## src/sv/iol_pkg.sv

```systemverilog
// ----------------------------------------------------------------------------
// iol_pkg: shared types and constants for the indexed ordered list
// Sizes, operation and status codes, and the control word for the cell row.
// ----------------------------------------------------------------------------
package iol_pkg;

  localparam int CAPACITY = 16;
  localparam int DATA_W   = 32;

  // Fixed port field widths
  localparam int MODE_W   = 3;
  localparam int POS_W    = 5;
  localparam int VALUE_W  = 32;
  localparam int STATUS_W = 2;
  localparam int COUNT_W  = 5;

  // Internal count holds 0..CAPACITY
  localparam int CNT_W = $clog2(CAPACITY + 1);
  // Compare width covers both the position field and the count
  localparam int CMP_W = (CNT_W > POS_W) ? CNT_W : POS_W;

  typedef enum logic [MODE_W-1:0] {
    MODE_INSERT      = 3'd0,
    MODE_APPEND      = 3'd1,
    MODE_REMOVE      = 3'd2,
    MODE_REMOVE_BACK = 3'd3,
    MODE_READ        = 3'd4,
    MODE_WRITE       = 3'd5
  } mode_t;

  typedef enum logic [STATUS_W-1:0] {
    ST_OK    = 2'd0,
    ST_OOB   = 2'd1,
    ST_EMPTY = 2'd2,
    ST_FULL  = 2'd3
  } status_t;

  // Control word broadcast to every cell
  typedef struct packed {
    logic              wr_en;   // load wdata at pos
    logic              shl_up;  // cells above pos take left neighbor
    logic              shl_dn;  // cells at/above pos take right neighbor
    logic [CMP_W-1:0]  pos;
    logic [DATA_W-1:0] wdata;
  } cell_ctl_t;

endpackage

```

## src/sv/iol_cell.sv

```systemverilog
// ----------------------------------------------------------------------------
// iol_cell: one entry of the list
// Holds one word; loads, shifts from a neighbor, or holds each cycle.
// ----------------------------------------------------------------------------
module iol_cell (
  input  logic                          clk,
  input  iol_pkg::cell_ctl_t            ctl,
  input  logic [iol_pkg::CMP_W-1:0]     idx,
  input  logic [iol_pkg::DATA_W-1:0]    left_data,
  input  logic [iol_pkg::DATA_W-1:0]    right_data,
  output logic [iol_pkg::DATA_W-1:0]    data,
  output logic [iol_pkg::DATA_W-1:0]    rd_data
);

  logic [iol_pkg::DATA_W-1:0] data_r;
  logic [iol_pkg::DATA_W-1:0] data_nxt;
  logic                       hit;

  assign hit = (idx == ctl.pos);

  always_comb begin
    data_nxt = data_r;
    if (ctl.wr_en && hit) begin
      data_nxt = ctl.wdata;
    end else if (ctl.shl_up && (idx > ctl.pos)) begin
      data_nxt = left_data;
    end else if (ctl.shl_dn && (idx >= ctl.pos)) begin
      data_nxt = right_data;
    end
  end

  // Payload only, no reset
  always_ff @(posedge clk) begin
    data_r <= data_nxt;
  end

  assign data    = data_r;
  assign rd_data = hit ? data_r : '0;

endmodule

```

## src/sv/iol_chain.sv

```systemverilog
// ----------------------------------------------------------------------------
// iol_chain: row of list cells
// Wires neighbors together and merges the cells' read outputs.
// ----------------------------------------------------------------------------
module iol_chain (
  input  logic                          clk,
  input  iol_pkg::cell_ctl_t            ctl,
  output logic [iol_pkg::DATA_W-1:0]    rd_data
);

  logic [iol_pkg::DATA_W-1:0] cell_q  [iol_pkg::CAPACITY];
  logic [iol_pkg::DATA_W-1:0] cell_rd [iol_pkg::CAPACITY];

  for (genvar i = 0; i < iol_pkg::CAPACITY; i++) begin : g_cell
    logic [iol_pkg::DATA_W-1:0] left_d;
    logic [iol_pkg::DATA_W-1:0] right_d;

    // Ends of the row see zero
    if (i == 0) begin : g_first
      assign left_d = '0;
    end else begin : g_mid_l
      assign left_d = cell_q[i-1];
    end
    if (i == iol_pkg::CAPACITY - 1) begin : g_last
      assign right_d = '0;
    end else begin : g_mid_r
      assign right_d = cell_q[i+1];
    end

    iol_cell u_cell (
      .clk        (clk),
      .ctl        (ctl),
      .idx        (iol_pkg::CMP_W'(i)),
      .left_data  (left_d),
      .right_data (right_d),
      .data       (cell_q[i]),
      .rd_data    (cell_rd[i])
    );
  end

  // At most one cell matches pos, so an OR merge suffices
  always_comb begin
    rd_data = '0;
    for (int k = 0; k < iol_pkg::CAPACITY; k++) begin
      rd_data = rd_data | cell_rd[k];
    end
  end

endmodule

```

## src/sv/indexed_ordered_list_top.sv

```systemverilog
// ----------------------------------------------------------------------------
// indexed_ordered_list_top: bounded ordered list with indexed access
// Decodes one operation per transfer and drives a row of shifting cells.
// ----------------------------------------------------------------------------
// Result: registered; appears in the cycle after the start transfer, for one cycle.
// Throughput: one operation per cycle; busy stays low, since every cell
//   shifts or holds in the same cycle the operation is taken.
// Reset: synchronous active-low rst_n clears the count and the result strobe;
//   entry contents are unknown until written. The receiver cannot stall.
module indexed_ordered_list_top (
  input  logic                           clk,
  input  logic                           rst_n,
  input  logic                           start,
  output logic                           busy,
  input  logic [iol_pkg::MODE_W-1:0]     in_mode,
  input  logic [iol_pkg::POS_W-1:0]      in_position,
  input  logic [iol_pkg::VALUE_W-1:0]    in_value,
  output logic                           out_valid,
  output logic [iol_pkg::STATUS_W-1:0]   out_status,
  output logic [iol_pkg::VALUE_W-1:0]    out_read_value,
  output logic [iol_pkg::COUNT_W-1:0]    out_entry_count
);

  // Count register and result registers
  logic [iol_pkg::CNT_W-1:0]    cnt_r, cnt_nxt;
  logic                         valid_r, valid_nxt;
  iol_pkg::status_t             status_r, status_nxt;
  logic [iol_pkg::DATA_W-1:0]   rdval_r, rdval_nxt;

  iol_pkg::cell_ctl_t           ctl;
  logic [iol_pkg::DATA_W-1:0]   chain_rd;
  logic                         accept;
  logic [iol_pkg::CMP_W-1:0]    pos_ext;
  logic [iol_pkg::CMP_W-1:0]    cnt_ext;
  logic                         rd_ok;

  // Every operation completes in the cycle it is taken
  assign busy   = 1'b0;
  assign accept = start && !busy;

  assign pos_ext = iol_pkg::CMP_W'(in_position);
  assign cnt_ext = iol_pkg::CMP_W'(cnt_r);

  // Operation decode. Range check before full check on insert;
  // empty check before range check on remove.
  always_comb begin
    ctl.wr_en  = 1'b0;
    ctl.shl_up = 1'b0;
    ctl.shl_dn = 1'b0;
    ctl.pos    = pos_ext;
    ctl.wdata  = iol_pkg::DATA_W'(in_value);
    cnt_nxt    = cnt_r;
    status_nxt = iol_pkg::ST_OK;
    rd_ok      = 1'b0;
    valid_nxt  = accept;

    if (accept) begin
      unique case (in_mode)
        iol_pkg::MODE_INSERT, iol_pkg::MODE_APPEND: begin
          if (in_mode == iol_pkg::MODE_APPEND) begin
            ctl.pos = cnt_ext;
          end
          if (ctl.pos > cnt_ext) begin
            status_nxt = iol_pkg::ST_OOB;
          end else if (cnt_r >= iol_pkg::CNT_W'(iol_pkg::CAPACITY)) begin
            status_nxt = iol_pkg::ST_FULL;
          end else begin
            ctl.wr_en  = 1'b1;
            ctl.shl_up = 1'b1;
            cnt_nxt    = cnt_r + 1'b1;
          end
        end
        iol_pkg::MODE_REMOVE: begin
          if (cnt_r == '0) begin
            status_nxt = iol_pkg::ST_EMPTY;
          end else if (pos_ext >= cnt_ext) begin
            status_nxt = iol_pkg::ST_OOB;
          end else begin
            ctl.shl_dn = 1'b1;
            cnt_nxt    = cnt_r - 1'b1;
          end
        end
        iol_pkg::MODE_REMOVE_BACK: begin
          // Back entry just drops out of range; no shift needed
          if (cnt_r == '0) begin
            status_nxt = iol_pkg::ST_EMPTY;
          end else begin
            cnt_nxt = cnt_r - 1'b1;
          end
        end
        iol_pkg::MODE_READ: begin
          if (pos_ext >= cnt_ext) begin
            status_nxt = iol_pkg::ST_OOB;
          end else begin
            rd_ok = 1'b1;
          end
        end
        iol_pkg::MODE_WRITE: begin
          if (pos_ext >= cnt_ext) begin
            status_nxt = iol_pkg::ST_OOB;
          end else begin
            ctl.wr_en = 1'b1;
          end
        end
        default: begin
          // Unused codes: no change, status ok
        end
      endcase
    end

    rdval_nxt = rd_ok ? chain_rd : '0;
  end

  iol_chain u_chain (
    .clk     (clk),
    .ctl     (ctl),
    .rd_data (chain_rd)
  );

  always_ff @(posedge clk) begin
    if (!rst_n) begin
      cnt_r   <= '0;
      valid_r <= 1'b0;
    end else begin
      cnt_r   <= cnt_nxt;
      valid_r <= valid_nxt;
    end
  end

  // Result payload, no reset
  always_ff @(posedge clk) begin
    status_r <= status_nxt;
    rdval_r  <= rdval_nxt;
  end

  assign out_valid       = valid_r;
  assign out_status      = status_r;
  assign out_read_value  = iol_pkg::VALUE_W'(rdval_r);
  assign out_entry_count = iol_pkg::COUNT_W'(cnt_r);

`ifndef SYNTH
  a_cnt_bound: assert property (@(posedge clk) disable iff (!rst_n)
    cnt_r <= iol_pkg::CNT_W'(iol_pkg::CAPACITY))
    else $error("entry count above capacity");

  a_valid_follows_start: assert property (@(posedge clk) disable iff (!rst_n)
    accept |=> out_valid)
    else $error("result strobe missing after transfer");

  a_full_status: assert property (@(posedge clk) disable iff (!rst_n)
    (out_valid && out_status == iol_pkg::ST_FULL) |->
      (cnt_r == iol_pkg::CNT_W'(iol_pkg::CAPACITY)))
    else $error("full status with room left");

  a_empty_status: assert property (@(posedge clk) disable iff (!rst_n)
    (out_valid && out_status == iol_pkg::ST_EMPTY) |-> (cnt_r == '0))
    else $error("empty status with entries held");

  a_count_step: assert property (@(posedge clk) disable iff (!rst_n)
    !accept |=> (cnt_r == $past(cnt_r)))
    else $error("count changed without a transfer");
`endif

endmodule
```

## config.mk

```make
export PLATFORM = sky130hd
export DESIGN_NAME = indexed_ordered_list_top
export DESIGN_NICKNAME = d
export VERILOG_FILES = /design/src/sv/iol_pkg.sv /design/src/sv/iol_cell.sv /design/src/sv/iol_chain.sv /design/src/sv/indexed_ordered_list_top.sv
export SDC_FILE = /design/constraint.sdc
export NUM_CORES = 1
export LEC_CHECK = 0
export ABC_AREA = 0
export BUFFER_PORTS_ARGS = -buffer_cell sky130_fd_sc_hd__buf_2
export CELL_PAD_IN_SITES_DETAIL_PLACEMENT = 1
export CELL_PAD_IN_SITES_GLOBAL_PLACEMENT = 2
export CORE_UTILIZATION = 26
export DETAILED_ROUTE_END_ITERATION = 8
export HOLD_SLACK_MARGIN = 0.08
export PLACE_DENSITY = 0.63
export SLEW_MARGIN = 25
export SYNTH_ARGS = -nofsm -noshare
export SYNTH_HDL_FRONTEND = slang
export SYNTH_SLANG_ARGS = --single-unit
```

## constraint.sdc

```tcl
create_clock -name clk -period 12.2 [get_ports clk]
set_input_delay 0.61 -clock clk [delete_from_list [all_inputs] [get_ports clk]]
set_output_delay 0.61 -clock clk [all_outputs]
set_load 0.01 [all_outputs]
```

==> flow_metrics.env <==
export IMPL_clock_latency_ps=660
export IMPL_utilization_pct=29.7
export IMPL_p_clk_share_pct=48.3
export IMPL_num_vias=28700
export IMPL_grt_pass1_wl_mm=234
export IMPL_ant_nets=0
export IMPL_setup_viol=0
export IMPL_die_h_um=356
export IMPL_grt_use_met3_pct=5.09
export IMPL_grt_total_usage_pct=25.9
export IMPL_grt_max_degree=156
export IMPL_post_route_period_util_pct=46.4
export IMPL_r2r_end="u_chain.g_cell[15].u_cell.data[9]$_DFFE_PP_"
export IMPL_ys_seq_area_share_pct=49.5
export IMPL_ys_top_cells_by_area="edfxtp_1, mux2i_1, nand3_1"
export IMPL_fp_coreArea_um2=124000
export IMPL_wl_per_cell_um=36.6
export IMPL_drc=0
export IMPL_grt_busiest_layer="met2"
export IMPL_p_comb_share_pct=6.4
export IMPL_fillCellCount=13700
export IMPL_worstPathArrival_ps=5940
export IMPL_cts_resized=0
export IMPL_hpwlAfterDp_mm=97.6
export IMPL_switching_share_pct=25.2
export IMPL_syn_nets=3058
export IMPL_seq_area_um2=16200
export IMPL_synth_cell_types=84
export IMPL_first_global_vias=28500
export IMPL_place_area_um2=34500
export IMPL_die_w_um=356
export IMPL_htree_levels=3
export IMPL_crit_type="reg2reg"
export IMPL_first_iter_violations=3928
export IMPL_grt_overflow=0
export IMPL_hold_violations=0
export IMPL_final_max_slew_viol_count=0
export IMPL_antenna_found_initial=18
export IMPL_skew_ps=41.9
export IMPL_postSynthCellCount=3001
export IMPL_setup_worst_path_start_class="flip-flop"
export IMPL_max_freq_mhz=177
export IMPL_synth_top_area_cell="edfxtp_1"
export IMPL_clock_sinks=552
export IMPL_min_to="out_status[0]$_SDFF_PN0_"
export IMPL_p_sw_w=0.00116
export IMPL_p_int_w=0.00345
export IMPL_cts_buffers=71
export IMPL_worst_pin_slew_ps=1160
export IMPL_fin_setup_tns_ps=0
export IMPL_die_area_um2=127000
export IMPL_port_buffers=82
export IMPL_ys_warn_count=0
export IMPL_dr_pass1_iters=8
export IMPL_ys_ff_latch=552
export IMPL_status="finished clean"
export IMPL_synth_top_flop_cell="edfxtp_1"
export IMPL_hp_start="start"
export IMPL_grt_util_met2_pct=40.9
export IMPL_layout_commonest_cell="edfxtp_1"
export IMPL_finalWeightedCongestion=0.837
export IMPL_setup_worst_path_end_class="flip-flop"
export IMPL_worst_r2r_setup_slack_ps=6530
export IMPL_synth_edf_count=512
export IMPL_async_flop_share_pct=0
export IMPL_start_util_pct=26.3
export IMPL_p_leak_nw=11.2
export IMPL_crit_fanout=155
export IMPL_syn_area_per_cell_um2=10.9
export IMPL_cts_path_max_buffers=3
export IMPL_nNetsFinal=2989
export IMPL_synth_top_cell_area_share_pct=47.1
export IMPL_post_cts_buffers=0
export IMPL_multi_input_area_um2=15100
export IMPL_grt_setup_unrepaired="false"
export IMPL_min_path_cells=3
export IMPL_whs_ps=283
export IMPL_fp_row_count=129
export IMPL_area_growth_syn_to_layout_pct=13.0
export IMPL_cap_violations=0
export IMPL_r2r_start="out_entry_count[1]$_SDFFE_PN0P_"
export IMPL_path_clk_slew_ps=60
export IMPL_post_route_min_period_ps=5670
export IMPL_p_per_area_nw_per_um2=125
export IMPL_avgViaCountPerCell=6.21
export IMPL_seq_power_share_pct=45.4
export IMPL_r2r_cells=11
export IMPL_drt_wl_total_mm=169
export IMPL_required_ps=12470
export IMPL_power_w=0.00461
export IMPL_root_buffer="clkbuf_16"
export IMPL_drive_gt1_share_pct=15.0
export IMPL_tritoncts="yes"
export IMPL_ios=84
export IMPL_max_slew_margin_rel_pct=22.8
export IMPL_grtUsageMet1_pct=34.8
export IMPL_layout_common_cells="edfxtp_1, nand3_1, mux2i_1"
export IMPL_final_cell_area_um2=36900
export IMPL_hold_path_class="in2reg"
export IMPL_synth_area_um2=32700
export IMPL_hold_buffers=0
export IMPL_ir_drop_v=0.000101
## per-layer routing
metal  routed length, um  up-vias
met2               77100     1601
met5                  42        -
met3               14400      390
met1               70800    15000
met4                7030        6
li1                    -    11700
## layout make-up
cell class,instances,share of cell area [%]
flip-flops and latches,552,43.9
multi-input cells,2115,40.9
well taps,1637,5.55
clock buffers,97,5.34
repair buffers,176,3.13
clock inverters,33,1.01
inverters,16,0.163
diodes,5,0.0339
## worst max-delay path, stage by stage, from the launching register on
cell	delay, ps
dfxtp_1	800
inv_1	410
ha_1	300
a21oi_1	110
o21ai_0	230
a311o_1	590
o21ai_4	250
buf_12	550
buf_12	570
and2_2	280
a211o_2	530
buf_4	510
## worst max-delay path by stage
stage                                                             end  slack, ps  cells after the start                             from
after global placement     u_chain.g_cell[3].u_cell.data[9]$_DFFE_PP_       6050                     11                       in_mode[0]
after floorplan            u_chain.g_cell[5].u_cell.data[0]$_DFFE_PP_       6070                      7  out_entry_count[1]$_SDFFE_PN0P_
after CTS                 u_chain.g_cell[15].u_cell.data[5]$_DFFE_PP_       6570                     11  out_entry_count[1]$_SDFFE_PN0P_
after detailed placement   u_chain.g_cell[3].u_cell.data[5]$_DFFE_PP_       6000                     11                       in_mode[0]
after global routing      u_chain.g_cell[15].u_cell.data[5]$_DFFE_PP_       6380                     11  out_entry_count[1]$_SDFFE_PN0P_
final                     u_chain.g_cell[15].u_cell.data[9]$_DFFE_PP_       6530                     11  out_entry_count[1]$_SDFFE_PN0P_
## synthesized netlist by cell type (all sizes together), types with 4 or more instances
library cell / instances
dfxtp: 40
and2: 20
a21oi: 21
a22oi: 114
nand3: 431
ha: 13
nor3: 33
inv: 16
o21ai: 515
o221a: 33
a221o: 7
mux2: 39
or3: 7
a222oi: 31
a31oi: 19
nand4: 34
o31a: 6
or2: 49
buf: 163
edfxtp: 512
a22o: 84
mux2i: 423
nand2b: 10
clkbuf: 155
and4: 19
a221oi: 28
and3: 8
a211oi: 4
o21a: 7
nor2: 31
nand2: 64
nor4: 13
## power by group through the flow
stage / clock (W) / combinational (W) / sequential [W]
2_1_floorplan: 0 / 0.000168 / 0.00212
3_3_place_gp: 0 / 0.000284 / 0.00213
3_5_place_dp: 0 / 0.000286 / 0.00213
4_1_cts: 0.00226 / 0.000287 / 0.00209
5_1_grt: 0.00231 / 0.000305 / 0.00209
6_report: 0.00222 / 0.000294 / 0.00209
## registers in the layout (all words and copies together), names as in the netlist
| name | cells |
|---|---|
| out_valid | 1 |
| u_chain.g_cell.u_cell.data | 512 |
| out_read_value | 32 |
| out_status | 2 |
| out_entry_count | 5 |
## through the flow
| stage | setup WS, ps | std cells |
|---|---|---|
| 2_1_floorplan | 6070 | 3001 |
| 3_3_place_gp | 6050 | 4496 |
| 4_1_cts | 6570 | 4626 |
| 3_5_place_dp | 6000 | 4496 |
| 5_1_grt | 6380 | 4631 |
| 6_report | 6530 | 4631 |
## cells by family (layout without fill, tap and decap cells)
group / count (synthesis) / in the layout / synth area share (%)
compound gates: 896 / 896 / 17.8
xor+xnor: 4 / 4 / 0.107
fa+ha+maj: 14 / 14 / 0.559
buf+inv: 334 / 322 / 5.17
flops: 552 / 552 / 49.5
mux: 462 / 462 / 14.4
other cells: 1 / 6 / 0.0115
simple gates: 738 / 738 / 12.5
Power figures use the tool's default switching activity.
